File: src/rtl/sfac_pkg.sv
// Shared types, character codes, phase codes and byte classifiers for the format parser.
`default_nettype none

package sfac_pkg;

   // Parser phase codes
   localparam logic [3:0] PH_LIT     = 4'd0;
   localparam logic [3:0] PH_PCT     = 4'd1;
   localparam logic [3:0] PH_FLAGS   = 4'd2;
   localparam logic [3:0] PH_WIDTH   = 4'd3;
   localparam logic [3:0] PH_AFTERW  = 4'd4;
   localparam logic [3:0] PH_PRECBEG = 4'd5;
   localparam logic [3:0] PH_PRECDIG = 4'd6;
   localparam logic [3:0] PH_LEN     = 4'd7;

   // Character codes
   localparam logic [7:0] CH_NUL   = 8'h00;
   localparam logic [7:0] CH_PCT   = 8'h25;  // '%'
   localparam logic [7:0] CH_M     = 8'h6D;  // 'm'
   localparam logic [7:0] CH_STAR  = 8'h2A;  // '*'
   localparam logic [7:0] CH_DOT   = 8'h2E;  // '.'
   localparam logic [7:0] CH_MINUS = 8'h2D;
   localparam logic [7:0] CH_PLUS  = 8'h2B;
   localparam logic [7:0] CH_SPACE = 8'h20;
   localparam logic [7:0] CH_HASH  = 8'h23;
   localparam logic [7:0] CH_ZERO  = 8'h30;
   localparam logic [7:0] CH_NINE  = 8'h39;
   localparam logic [7:0] CH_LC_H  = 8'h68;  // 'h'
   localparam logic [7:0] CH_LC_L  = 8'h6C;
   localparam logic [7:0] CH_LC_J  = 8'h6A;
   localparam logic [7:0] CH_LC_Z  = 8'h7A;
   localparam logic [7:0] CH_LC_T  = 8'h74;
   localparam logic [7:0] CH_UC_L  = 8'h4C;  // 'L'
   localparam logic [7:0] CH_LC_F  = 8'h66;
   localparam logic [7:0] CH_UC_F  = 8'h46;  // 'F'
   localparam logic [7:0] CH_LC_E  = 8'h65;
   localparam logic [7:0] CH_UC_E  = 8'h45;
   localparam logic [7:0] CH_LC_G  = 8'h67;
   localparam logic [7:0] CH_UC_G  = 8'h47;
   localparam logic [7:0] CH_LC_A  = 8'h61;
   localparam logic [7:0] CH_UC_A  = 8'h41;  // 'A'

   // Argument type codes
   localparam logic ARG_INT = 1'b0;
   localparam logic ARG_DBL = 1'b1;

   localparam logic [5:0] COUNT_SAT = 6'd63;

   // One parse step's outcome, from the parser to the result register
   typedef struct packed {
      logic       emit;
      logic       arg_type;
      logic [4:0] arg_index;
      logic       is_end;
      logic [5:0] arg_count;
   } sfac_rsp_type;

   function automatic logic is_digit(input logic [7:0] c);
      return (c >= CH_ZERO) && (c <= CH_NINE);
   endfunction

   function automatic logic is_flag(input logic [7:0] c);
      return (c == CH_MINUS) || (c == CH_PLUS) || (c == CH_SPACE) ||
             (c == CH_HASH) || (c == CH_ZERO);
   endfunction

   function automatic logic is_lenmod(input logic [7:0] c);
      return (c == CH_LC_H) || (c == CH_LC_L) || (c == CH_LC_J) ||
             (c == CH_LC_Z) || (c == CH_LC_T) || (c == CH_UC_L);
   endfunction

   function automatic logic is_dbl(input logic [7:0] c);
      return (c == CH_LC_F) || (c == CH_UC_F) || (c == CH_LC_E) || (c == CH_UC_E) ||
             (c == CH_LC_G) || (c == CH_UC_G) || (c == CH_LC_A) || (c == CH_UC_A);
   endfunction

endpackage

`default_nettype wire

File: src/rtl/sfac_parse.sv
// Conversion phase tracker and argument counter for the format parser.
`default_nettype none

module sfac_parse
   import sfac_pkg::*;
#(
   parameter int ARG_LIMIT = 32
) (
   input  wire logic         clock,
   input  wire logic         reset,
   input  wire logic         step,
   input  wire logic [7:0]   char_code,
   output sfac_rsp_type      rsp
);

   localparam int CNT_W = $clog2(ARG_LIMIT + 1);
   localparam int EXT_W = (CNT_W > 6) ? CNT_W : 6;
   localparam logic [CNT_W-1:0] MAX_CNT = CNT_W'(ARG_LIMIT);

   logic [3:0]       phase_ff, phase_in;
   logic [CNT_W-1:0] count_ff, count_in;
   logic [EXT_W-1:0] count_ext;
   logic             want_arg;
   logic             want_dbl;
   logic             at_flags;
   logic             at_width;
   logic             at_afterw;
   logic             is_nul;
   logic             room;

   assign count_ext = EXT_W'(count_ff);
   assign room      = (count_ff < MAX_CNT);
   assign is_nul    = (char_code == CH_NUL);

   // Phase transition: each test falls through to the next phase's test
   always_comb begin
      phase_in  = phase_ff;
      want_arg  = 1'b0;
      want_dbl  = 1'b0;
      at_flags  = (phase_ff == PH_PCT) || (phase_ff == PH_FLAGS);
      at_width  = at_flags || (phase_ff == PH_WIDTH);
      at_afterw = at_width || (phase_ff == PH_AFTERW);
      if (is_nul) begin
         phase_in = PH_LIT;
      end else if (phase_ff == PH_LIT) begin
         phase_in = (char_code == CH_PCT) ? PH_PCT : PH_LIT;
      end else if ((phase_ff == PH_PCT) && ((char_code == CH_PCT) || (char_code == CH_M))) begin
         phase_in = PH_LIT;
      end else if (at_flags && is_flag(char_code)) begin
         phase_in = PH_FLAGS;
      end else if (at_flags && (char_code == CH_STAR)) begin
         phase_in = PH_AFTERW;
         want_arg = 1'b1;
      end else if (at_width && is_digit(char_code)) begin
         phase_in = PH_WIDTH;
      end else if (at_afterw && (char_code == CH_DOT)) begin
         phase_in = PH_PRECBEG;
      end else if ((phase_ff == PH_PRECBEG) && (char_code == CH_STAR)) begin
         phase_in = PH_LEN;
         want_arg = 1'b1;
      end else if (((phase_ff == PH_PRECBEG) || (phase_ff == PH_PRECDIG)) &&
                   is_digit(char_code)) begin
         phase_in = PH_PRECDIG;
      end else if (is_lenmod(char_code)) begin
         phase_in = PH_LEN;
      end else begin
         // conversion character
         phase_in = PH_LIT;
         want_arg = 1'b1;
         want_dbl = is_dbl(char_code);
      end
   end

   // Argument counter: stops at the limit, clears on the terminator
   always_comb begin
      count_in = count_ff;
      if (is_nul) begin
         count_in = '0;
      end else if (want_arg && room) begin
         count_in = count_ff + CNT_W'(1);
      end
   end

   // Result of this step
   always_comb begin
      rsp = '0;
      if (is_nul) begin
         rsp.emit      = 1'b1;
         rsp.is_end    = 1'b1;
         rsp.arg_count = (count_ext > EXT_W'(COUNT_SAT)) ? COUNT_SAT : count_ext[5:0];
      end else if (want_arg && room) begin
         rsp.emit      = 1'b1;
         rsp.arg_type  = want_dbl ? ARG_DBL : ARG_INT;
         rsp.arg_index = count_ext[4:0];
      end
   end

   always_ff @(posedge clock) begin
      if (reset) begin
         phase_ff <= PH_LIT;
         count_ff <= '0;
      end else if (step) begin
         phase_ff <= phase_in;
         count_ff <= count_in;
      end
   end

endmodule

`default_nettype wire

File: src/rtl/syslog_format_arg_classifier.sv
// A byte taken from the request goes into the input register and is then parsed into the result register.
// Throughput: one byte per cycle unless stalled; the phase update is a single decision per byte.
// The input register still takes a byte while a result waits, until both registers are full.
// Reset (synchronous, active high) returns the parser to literal text with a zero argument count
// and empties both registers.
// Top level: format string argument classifier.
`default_nettype none

module syslog_format_arg_classifier
   import sfac_pkg::*;
#(
   parameter int ARG_LIMIT = 32
) (
   input  wire logic       clock,
   input  wire logic       reset,
   input  wire logic       req_valid,
   output logic            req_stall,
   input  wire logic [7:0] req_char_code,
   output logic            rsp_valid,
   input  wire logic       rsp_stall,
   output logic            rsp_arg_type,
   output logic [4:0]      rsp_arg_index,
   output logic            rsp_is_end,
   output logic [5:0]      rsp_arg_count
);

   logic         in_valid_ff;
   logic [7:0]   in_char_ff;
   logic         out_valid_ff;
   logic         out_type_ff;
   logic [4:0]   out_index_ff;
   logic         out_end_ff;
   logic [5:0]   out_count_ff;
   logic         out_free;
   logic         step;
   logic         in_take;
   sfac_rsp_type parse_rsp;

   assign out_free  = !out_valid_ff || !rsp_stall;
   assign step      = in_valid_ff && out_free;
   assign req_stall = in_valid_ff && !out_free;
   assign in_take   = req_valid && !req_stall;

   sfac_parse #(
      .ARG_LIMIT (ARG_LIMIT)
   ) u_parse (
      .clock     (clock),
      .reset     (reset),
      .step      (step),
      .char_code (in_char_ff),
      .rsp       (parse_rsp)
   );

   // Input register
   always_ff @(posedge clock) begin
      if (reset) begin
         in_valid_ff <= 1'b0;
      end else if (in_take) begin
         in_valid_ff <= 1'b1;
      end else if (step) begin
         in_valid_ff <= 1'b0;
      end
   end

   always_ff @(posedge clock) begin
      if (in_take) begin
         in_char_ff <= req_char_code;
      end
   end

   // Result register
   always_ff @(posedge clock) begin
      if (reset) begin
         out_valid_ff <= 1'b0;
      end else if (out_free) begin
         out_valid_ff <= step && parse_rsp.emit;
      end
   end

   always_ff @(posedge clock) begin
      if (out_free) begin
         out_type_ff  <= parse_rsp.arg_type;
         out_index_ff <= parse_rsp.arg_index;
         out_end_ff   <= parse_rsp.is_end;
         out_count_ff <= parse_rsp.arg_count;
      end
   end

   assign rsp_valid     = out_valid_ff;
   assign rsp_arg_type  = out_type_ff;
   assign rsp_arg_index = out_index_ff;
   assign rsp_is_end    = out_end_ff;
   assign rsp_arg_count = out_count_ff;

endmodule

`default_nettype wire

File: config.mk
export PLATFORM = sky130hd
export DESIGN_NAME = syslog_format_arg_classifier
export DESIGN_NICKNAME = d
export VERILOG_FILES = /design/src/rtl/sfac_pkg.sv /design/src/rtl/sfac_parse.sv /design/src/rtl/syslog_format_arg_classifier.sv
export SDC_FILE = /design/constraint.sdc
export NUM_CORES = 1
export LEC_CHECK = 0
export BUFFER_PORTS_ARGS = -buffer_cell sky130_fd_sc_hd__buf_2
export CORE_MARGIN = 4
export CORE_UTILIZATION = 58
export CTS_BUF_LIST = sky130_fd_sc_hd__clkbuf_8
export DETAILED_ROUTE_END_ITERATION = 7
export PLACE_DENSITY = 0.83
export SYNTH_ARGS = -nofsm -noshare
export SYNTH_HDL_FRONTEND = slang
export SYNTH_SLANG_ARGS = --single-unit
File: constraint.sdc
create_clock -name clock -period 2.7 [get_ports clock]
set_clock_uncertainty 0.1 [all_clocks]
set_input_delay 0.135 -clock clock [delete_from_list [all_inputs] [get_ports clock]]
set_output_delay 0.135 -clock clock [all_outputs]
set_load 0.005 [all_outputs]
### Word level (Yosys, flattened, before mapping)

Cells that the tools add are included.

* register bits after elaboration: 33
* output and inout port bits: 15
* logic and storage cells: 129

* $add $sub $neg: 1
* $lt $le $gt $ge: 4
* equality and inequality tests: 29
* multiplexer cells: 40
* bitwise gates (word level): 1
* reduce and logical (&&, ||, !) cells: 45

Operator list (count)
* $eq A8 B7 Y1 const B: 15
* $eq A8 B6 Y1 const B: 8
* $mux W4: 9
* $mux W1: 25
* $logic_or A1 B1 Y1: 22
* $mux W6: 3
* $mux W7: 2
* $logic_and A1 B1 Y1: 13
* $eq A4 B3 Y1 const B: 3
* $eq A4 B2 Y1 const B: 2
* $ge A8 B6 Y1 const B: 1
* $le A8 B6 Y1 const B: 1
* $logic_not A8 Y1: 1
* $add A6 B1 Y6 const B: 1
* $gt A6 B6 Y1 const B: 1
* $lt A6 B6 Y1 const B: 1
* $eq A4 B1 Y1 const B: 1
* $logic_not A1 Y1: 4
* $logic_not A4 Y1: 1
* $reduce_bool A2 Y1: 2
* $mux W3: 1
* $reduce_and A2 Y1: 1
* $reduce_or A2 Y1: 1
* $not A1 Y1: 1

### Depth between registers and ports, before layout

Gate-level depths: netlist of the first run.

* depth after elaboration: 22
* mapped depth: 8

### By module

Synthesis of the first run repeated with hierarchy kept, for this count alone.

* cell total of the unflattened synthesis: 162
* area total of the unflattened synthesis: 1635.3 µm²

By module, submodules not included
* sfac_parse: instances 1, cells each 130, area each 913.4 µm², seq. area each 180.2 µm²
* syslog_format_arg_classifier: instances 1, cells each 32, area each 721.9 µm², seq. area each 670.6 µm²

### Least setup slack after synthesis of the first run

No wires, ideal clock.

* path type: reg2reg
* from: register in_char_ff[7]
* to: register u_parse.count_ff[0] (netlist: u_parse.count_ext[0])
* data arrival time: 2.068 ns
* path slack: 0.443 ns
* stages on the path, launching flop included: 8
* period minus slack after synthesis: 2.257 ns
* cells stage by stage: edfxtp_1 > nand2b_2 > or2_4 > or4_4 > and3b_1 > buf_6 > a21o_1 > a311oi_2

* cells in the longest elaborated chain, start to end: 19
* elaborated cells between the ends (all ways): 50
* those cells by class: order compare: 2; eq/ne: 15; mux: 11; reduce/logical: 22

RTL lines
* start, declared: line syslog_format_arg_classifier.sv:28 `logic [7:0] in_char_ff;`
* start signal, assigned: line syslog_format_arg_classifier.sv:67 `in_char_ff <= req_char_code;`
* $eq A8 B7 Y1: line sfac_pkg.sv:68 `return (c == CH_LC_H) || (c == CH_LC_L) || (c == CH_LC_J) ||`
* $logic_or A1 B1 Y1 (3 in a row): line sfac_pkg.sv:68
* $logic_or A1 B1 Y1 (2 in a row): line sfac_pkg.sv:69 `(c == CH_LC_Z) || (c == CH_LC_T) || (c == CH_UC_L);`
* $mux W1: line sfac_parse.sv:64 `end else if (is_lenmod(char_code)) begin`
* $mux W1: line sfac_parse.sv:61 `end else if (((phase_ff == PH_PRECBEG) || (phase_ff == PH_PRECDIG)) &&`
* $mux W1: line sfac_parse.sv:58 `end else if ((phase_ff == PH_PRECBEG) && (char_code == CH_STAR)) begin`
* $mux W1: line sfac_parse.sv:56 `end else if (at_afterw && (char_code == CH_DOT)) begin`
* $mux W1: line sfac_parse.sv:54 `end else if (at_width && is_digit(char_code)) begin`
* $mux W1: line sfac_parse.sv:51 `end else if (at_flags && (char_code == CH_STAR)) begin`
* $mux W1: line sfac_parse.sv:49 `end else if (at_flags && is_flag(char_code)) begin`
* $mux W1: line sfac_parse.sv:47 `end else if ((phase_ff == PH_PCT) && ((char_code == CH_PCT) || (char_code == CH_M))) begin`
* $mux W1: line sfac_parse.sv:45 `end else if (phase_ff == PH_LIT) begin`
* $mux W1: line sfac_parse.sv:43 `if (is_nul) begin`
* $logic_and A1 B1 Y1: line sfac_parse.sv:79 `end else if (want_arg && room) begin`
* $reduce_bool A2 Y1 (no line)
* $reduce_and A2 Y1 (no line)
* end signal, assigned: line sfac_parse.sv:104 `count_ff <= count_in;`
* end, declared: line sfac_parse.sv:21 `logic [CNT_W-1:0] count_ff, count_in;`

Parallel ways exist; a longest one is shown, timed or not.
A chain may end at the register's enable or synchronous reset.

### Worst setup path after layout of the first run

Ends and elaborated chain as after synthesis.

==> impl_results.md, run 1 <==
- Outcome: complete, no violations
- Clock tree root driver cell: clkbuf_8
- Crit-path cells: nand2b_2 -> or2_4 -> or4_4 -> and3b_1 -> a21o_1 -> a311oi_2
- Leak: 0.0008767 uW
- Count of final setup violators: 0
- Data required time at the worst endpoint: 2.80 ns
- Post-CTS setup buffer count: 0
- Slew margin rel.: 0.5842
- Routed WL per cell: 17.13 um
- CTS resizes: 0
- Buf/Inv on CP: 0
- Reg-to-reg endpoint: u_parse.count_ext[0]
- YS warnings: 0
- Total GRT Usage: 0.2149
- Synth Instances: 169
- Unrepaired setup endpoints after global routing: false
- # fillers: 204
- R2R setup slack: around 0.3 ns
- Fmax: 0.4168 GHz
- Reg2Reg Launch Point: in_char_ff[7]
- VDD IR max: 360.8 uV
- Syn Area/Cell: about 11 sq um
- Clk sinks: 32
- CTS tree: done
- Reg2reg path depth: 6
- Nets: roughly 220
- Fin crit share: 0.8886
- Hold path cells: 2
- Share of layout cells above drive strength 1: 0.2892
- Worst-Skew Late Latency: ~0.29 ns
- Footprint of the multi-input gates: 858.3 sq um
- Drt drc: 0
- Primary FF master, synth: edfxtp_1
- Worst-path maximum fanout: 9
- Post-synth ARST share: 0
- Placed insts: about 220
- Fin Setup TNS: 0 ns
- Placer Congestion: 0.9161
- Hold endpoint: u_parse.phase_ff[2]
- Final wirelength: 4025 um
- IO Port Bufs: 26
- First drt pass iteration count: 5
- I/O Pins: 27
- Crit path capture type: flop
- Final antenna diode count: 0
- Crit-path max cell delay: ~0.53 ns
- Initial DRC Count: 81
- Final hold violation count: 0
- Max-Cap Viols: 0
- HP Start: reset
- First-pass GRT wire length: between 6000 and 7000 um
- TritonCTS Buffers: 5
- Initial Util: 0.6294
- CTS clk-pin slew, worst paths: 0.07 ns
- Total number of vias: 1,492
- Critical Path AT: 2.50 ns
- Post-synth cell types: just under 60
- DIE AREA: 4050 sq um
- Post-CTS Hold Fix Bufs: 9
- Crit Path Class: reg -> reg
- Cell Area, Synth: 1795 sq um
- Area delta synth->final: 16.59%
- Estimated wirelength of the detail-placed design: 2548 um
- Sequential share of the synthesized area: 0.4739
- Vert. Die Dim: between 60 and 70 um
- Overflow after GRT: 0
- Tightest Pin Transition: a little over 0.6 ns
- Clock Path Buffers: 2
- Sequential Area: 850.8 sq um
- Cell Rows: 19
- Post-synth EDFFs: 21
- Largest net degree at the start of global routing: 16
- FF+latch count, synth: 32
- DRT antenna net count: 0
- Final std cells w/o fill: ~240
- Die W: 63.64 um
- Fin. max-slew vios: 0
- Post-layout minimum cycle time: 2.399 ns
- Core ar.: 2853 sq um
- Final Power: 992.5 uW
- Vias in the first global route: about 1,400
- Power Dens Cells: around 470 nW/um^2
- Antenna violations before repair: 0
- Crit path max-delay family: simple AND/OR/NAND/NOR gates
- CP startpoint kind: flop
- Vias per inst: 6.349
- Syn Nets: 182
- H-tree Lvls: 2
- Slowest-stage cell, CP: or4_4
- Hold Crit Class: in -> reg
[synthesized netlist by cell type, types with 3 or more instances]
cell type	count	area share
nand3_1	4	0.011
nor2_1	15	0.031
nor4_1	5	0.017
nand2_1	9	0.019
edfxtp_1	21	0.35
dfxtp_1	11	0.12
nor2b_1	7	0.024
a21oi_1	9	0.025
nor3_1	3	0.0084
a22o_1	3	0.015
o21ai_0	6	0.017
clkbuf_1	3	0.0063
o31ai_1	3	0.013
and2_1	7	0.024
and3_1	3	0.010
and3_2	6	0.025
[layout make-up]
class,instances,area share
inverter,2,0.003586
tap,31,0.01853
clock inverter,3,0.008966
sequential,32,0.4065
timing repair buffer,39,0.1195
clock buffer,5,0.03288
multi-input combinational,123,0.4100
[metal layers]
layer | track usage | wire [um] | up-vias
li1 | - | - | 706
met1 | 0.2643 | 1679 | 697
met2 | 0.3494 | 1928 | 82
met3 | 0.06217 | 344 | 7
met4 | 0.09164 | 72 | 0
met5 | 0 | 0 | -
[registers in the layout (all words and copies together) (netlist names)]
| register | cells |
|---|---|
| rsp_is_end | 1 |
| in_char_ff | 8 |
| rsp_arg_type | 1 |
| u_parse.count_ext | 6 |
| u_parse.phase_ff | 3 |
| rsp_arg_count | 6 |
| rsp_arg_index | 5 |
| rsp_valid | 1 |
| in_valid_ff | 1 |
[report_power, final]
| part | internal [uW] | leakage [uW] | switching (uW) | total [uW] |
|---|---|---|---|---|
| clock | 179 | 0.0000479 | 187 | 367 |
| sequential | 530 | 0.000328 | 24.1 | 554 |
| combinational | 37.9 | 0.000501 | 33.7 | 71.5 |
| total | 747 | 0.000877 | 245 | 993 |
[through the flow]
stage / setup slack [ns] / instance area, sq um / utilization / hold WS, ns
finish: 0.3008 / 2093 / 0.7338 / 0.02900
global route: 0.1814 / 2093 / 0.7338 / 0.04532
CTS: 0.3243 / 2093 / 0.7338 / 0.01107
detailed placement: 0.3333 / 1916 / 0.6715 / 0.2135
global placement: 0.3954 / 1916 / 0.6715 / 0.2117
floorplan: 0.4432 / 1795 / - / 0.1339
[worst max path at each step]
stage / startpoint / end / cells after the start
finish: in_char_ff[7] / u_parse.count_ext[0] / 6
global route: in_char_ff[2] / u_parse.count_ext[3] / 7
CTS: in_char_ff[7] / u_parse.count_ext[0] / 6
detailed placement: in_char_ff[7] / u_parse.count_ext[0] / 6
global placement: in_char_ff[7] / u_parse.count_ext[2] / 6
floorplan: in_char_ff[7] / u_parse.count_ext[0] / 7
[cell usage in the layout (no fill, tap or decap), types with 3 or more instances in the layout]
cell	instances
nor3_1	3
nor2_1	15
buf_2	26
a22o_1	3
and2_1	7
o31ai_1	3
buf_4	4
and3_2	6
dlygate4sd3_1	9
nor4_1	5
nor2b_1	7
dfxtp_1	11
a21oi_1	9
and3_1	3
o21ai_0	6
edfxtp_1	21
nand3_1	4
clkbuf_8	5
nand2_1	9
[cell families after synthesis]
family | count (synthesis) | share of synthesized area
adder cells (fa/ha/maj) | 1 | 0.006968
buffers and inverters | 14 | 0.04808
flip-flops | 32 | 0.4739
XOR/XNOR | 3 | 0.01464
multiplexers | 2 | 0.01185
AND/OR/NAND/NOR | 83 | 0.3052
AO/OA/AOI/OAI | 34 | 0.1394
(Power assumes the default switching activity.)
==> run 2, diff against run 1 <==
--- a/config.mk
+++ b/config.mk
@@ -6,11 +6,13 @@
 export NUM_CORES = 1
 export LEC_CHECK = 0
 export BUFFER_PORTS_ARGS = -buffer_cell sky130_fd_sc_hd__buf_2
+export CORE_ASPECT_RATIO = 0.5
 export CORE_MARGIN = 4
 export CORE_UTILIZATION = 58
 export CTS_BUF_LIST = sky130_fd_sc_hd__clkbuf_8
 export DETAILED_ROUTE_END_ITERATION = 7
-export PLACE_DENSITY = 0.83
+export PLACE_DENSITY = 0.84
 export SYNTH_ARGS = -nofsm -noshare
 export SYNTH_HDL_FRONTEND = slang
+export SYNTH_HIERARCHICAL = 1
 export SYNTH_SLANG_ARGS = --single-unit
==> run 2 against run 1 <==
  * Cell area is 4.3% lower
  * Final cell count increased by 1.3%
  * Via count shrank 7.1%
  * Hold slack worse by 0.015 ns
  * Maximum frequency decreased by 7.2%
==> impl_results.md, run 2 <==
- Syn Nets: between 150 and 200
- H-tree Lvls: 2
- CTS tree: done
- Placed insts: 222
- DIE AREA: ~3800 sq um
- Total GRT Usage: 0.1967
- Initial Util: 0.6206
- Crit-path cells: or3_4 -> and3_1 -> a2111oi_2 -> nand4_2 -> or4_1 -> a31oi_1
- Primary FF master, synth: edfxtp_1
- Top reg by flops: in_char_ff
- Crit path capture type: flop
- Final antenna diode count: 0
- Clock tree root driver cell: clkbuf_8
- # fillers: ~180
- Vias in the first global route: 1,219
- Synth Instances: 162
- Power Dens Cells: 515.2 nW/um^2
- YS warnings: 6
- Final Power: 1032 uW
- Sequential share of the synthesized area: 0.5203
- Area delta synth->final: 22.49%
- Data required time at the worst endpoint: 2.80 ns
- Post-layout minimum cycle time: 2.585 ns
- Cell Area, Synth: roughly 1600 sq um
- Largest net degree at the start of global routing: 16
- Fin. max-slew vios: 0
- DRT antenna net count: 0
- Outcome: complete, no violations
- Final std cells w/o fill: roughly 240
- Leak: around 0.0008 uW
- Commonest non-fill, non-tap cell in the layout: buf_2
- Routed WL per cell: 14.39 um
- CTS clk-pin slew, worst paths: 0.06 ns
- Synth top area cells: edfxtp_1, dfxtp_1, nor2_1
- Post-synth ARST share: 0
- Post-CTS Hold Fix Bufs: 8
- Commonest non-fill, non-tap cells in the layout: buf_2, edfxtp_1, nor2_1
- Clock Path Buffers: 2
- Most frequent cell after synthesis: edfxtp_1
- I/O Pins: 27
- Vias per inst: 5.824
- Final wirelength: 3425 um
- IO Port Bufs: 26
- Share of Yosys cell area claimed by the top area cell type: 0.3856
- Unrepaired setup endpoints after global routing: false
- Antenna violations before repair: 0
- Sequential Area: 850.8 sq um
- Initial DRC Count: 82
- Fin crit share: 0.9574
- Vert. Die Dim: 45.55 um
- Fmax: 0.3869 GHz
- Tightest Pin Transition: approximately 0.68 ns
- Worst Hold Slack: 0.01395 ns
- FF+latch count, synth: 32
- Cell Rows: 13
- Crit Path Class: reg -> reg
- Slew margin rel.: 0.5480
- Post-CTS setup buffer count: 0
- CTS resizes: 0
- Fin Setup TNS: 0 ns
- Total number of vias: 1,386
- Worst-Skew Late Latency: approximately 0.28 ns
- Footprint of the multi-input gates: 690.7 sq um
- Largest register FFs: 8
- Largest area contributor in the netlist: edfxtp_1
- Nets: roughly 210
- Crit-path max cell delay: 0.57 ns
- Post-synth EDFFs: 21
- First drt pass iteration count: 4
- Overflow after GRT: 0
- Hold Crit Class: in -> reg
- Post-synth cell types: 42
- Core ar.: 2635 sq um
- Slowest-stage cell, CP: or4_1
- Syn Area/Cell: about 10 sq um
- VDD IR max: 341.3 uV
- Top post-synthesis cells by count: edfxtp_1, nor2_1, dfxtp_1
- Clk sinks: 32
- Worst-path maximum fanout: 9
- CP startpoint kind: flop
- TritonCTS Buffers: 5
- R2R setup slack: 0.12 ns
- Drt drc: 0
- First-pass GRT wire length: 5651 um
- Share of layout cells above drive strength 1: 0.2488
- Max-Cap Viols: 0
- Estimated wirelength of the detail-placed design: 2401 um
- Count of final setup violators: 0
- Critical Path AT: 2.69 ns
- Die W: between 80 and 90 um
- Placer Congestion: 0.8811
- Final hold violation count: 0
==> run 2: path summary, 6_finish.rpt <==
| check | startpoint | to | cells after the start |
|---|---|---|---|
| setup reg to reg | u_parse/phase_ff[2] | u_parse/count_ext[3] | 6 |
| hold / removal | req_valid | in_valid_ff | 3 |
| setup / recovery | u_parse/phase_ff[2] | u_parse/count_ext[3] | 6 |
| hold reg to reg | in_valid_ff | rsp_valid | 2 |
==> run 2: kinds of logic after synthesis <==
kind of cell	count (synthesis)	synth area share
adders and majority gates	1	0.007650
DFF	32	0.5203
xor gates and xnor gates	3	0.01607
muxes	2	0.01224
and+or+nand+nor	70	0.2479
AOI/OAI and AO/OA	33	0.1385
buffers and inverters	21	0.05738
==> run 2: area by class of cell <==
cell class	instances	share of cell area
clock inverters	3	0.01936
inverters	10	0.01874
multi-input cells	109	0.3448
well taps	37	0.02311
flip-flops and latches	32	0.4247
repair buffers	42	0.1349
clock buffers	5	0.03435
==> run 2: per-layer routing <==
| layer | share of wire | vias to the layer above | global-route usage | wire [um] |
|---|---|---|---|---|
| met1 | 0.44 | 645 | 0.2503 | 1515 |
| met5 | 0 | - | 0 | 0 |
| li1 | - | 673 | - | - |
| met2 | 0.48 | 65 | 0.3217 | 1631 |
| met4 | 0.0050 | 0 | 0.03909 | 17 |
| met3 | 0.076 | 3 | 0.08484 | 261 |
==> run 2: metrics by stage <==
stage,setup WS (ns),area (sq um),util
2_1_floorplan,0.3212,1635,-
3_3_place_gp,0.2822,1815,0.6890
3_5_place_dp,0.1709,1815,0.6890
4_1_cts,0.1509,2003,0.7602
5_1_grt,0.02161,2003,0.7602
6_report,0.1151,2003,0.7602
==> run 2: worst max-delay path, delay by kind of cell (launching register included) <==
kind,cells,cell delay [ns]
AND/OR/NAND/NOR,4,1.45
flip-flops,1,0.36
AO/OA/AOI/OAI,2,0.59
==> run 2: report_power, final <==
part / total (uW) / switching [uW] / internal, uW
Sequential: 539 / 12.2 / 527
Combinational: 51.8 / 25.1 / 26.7
Clock: 441 / 171 / 270
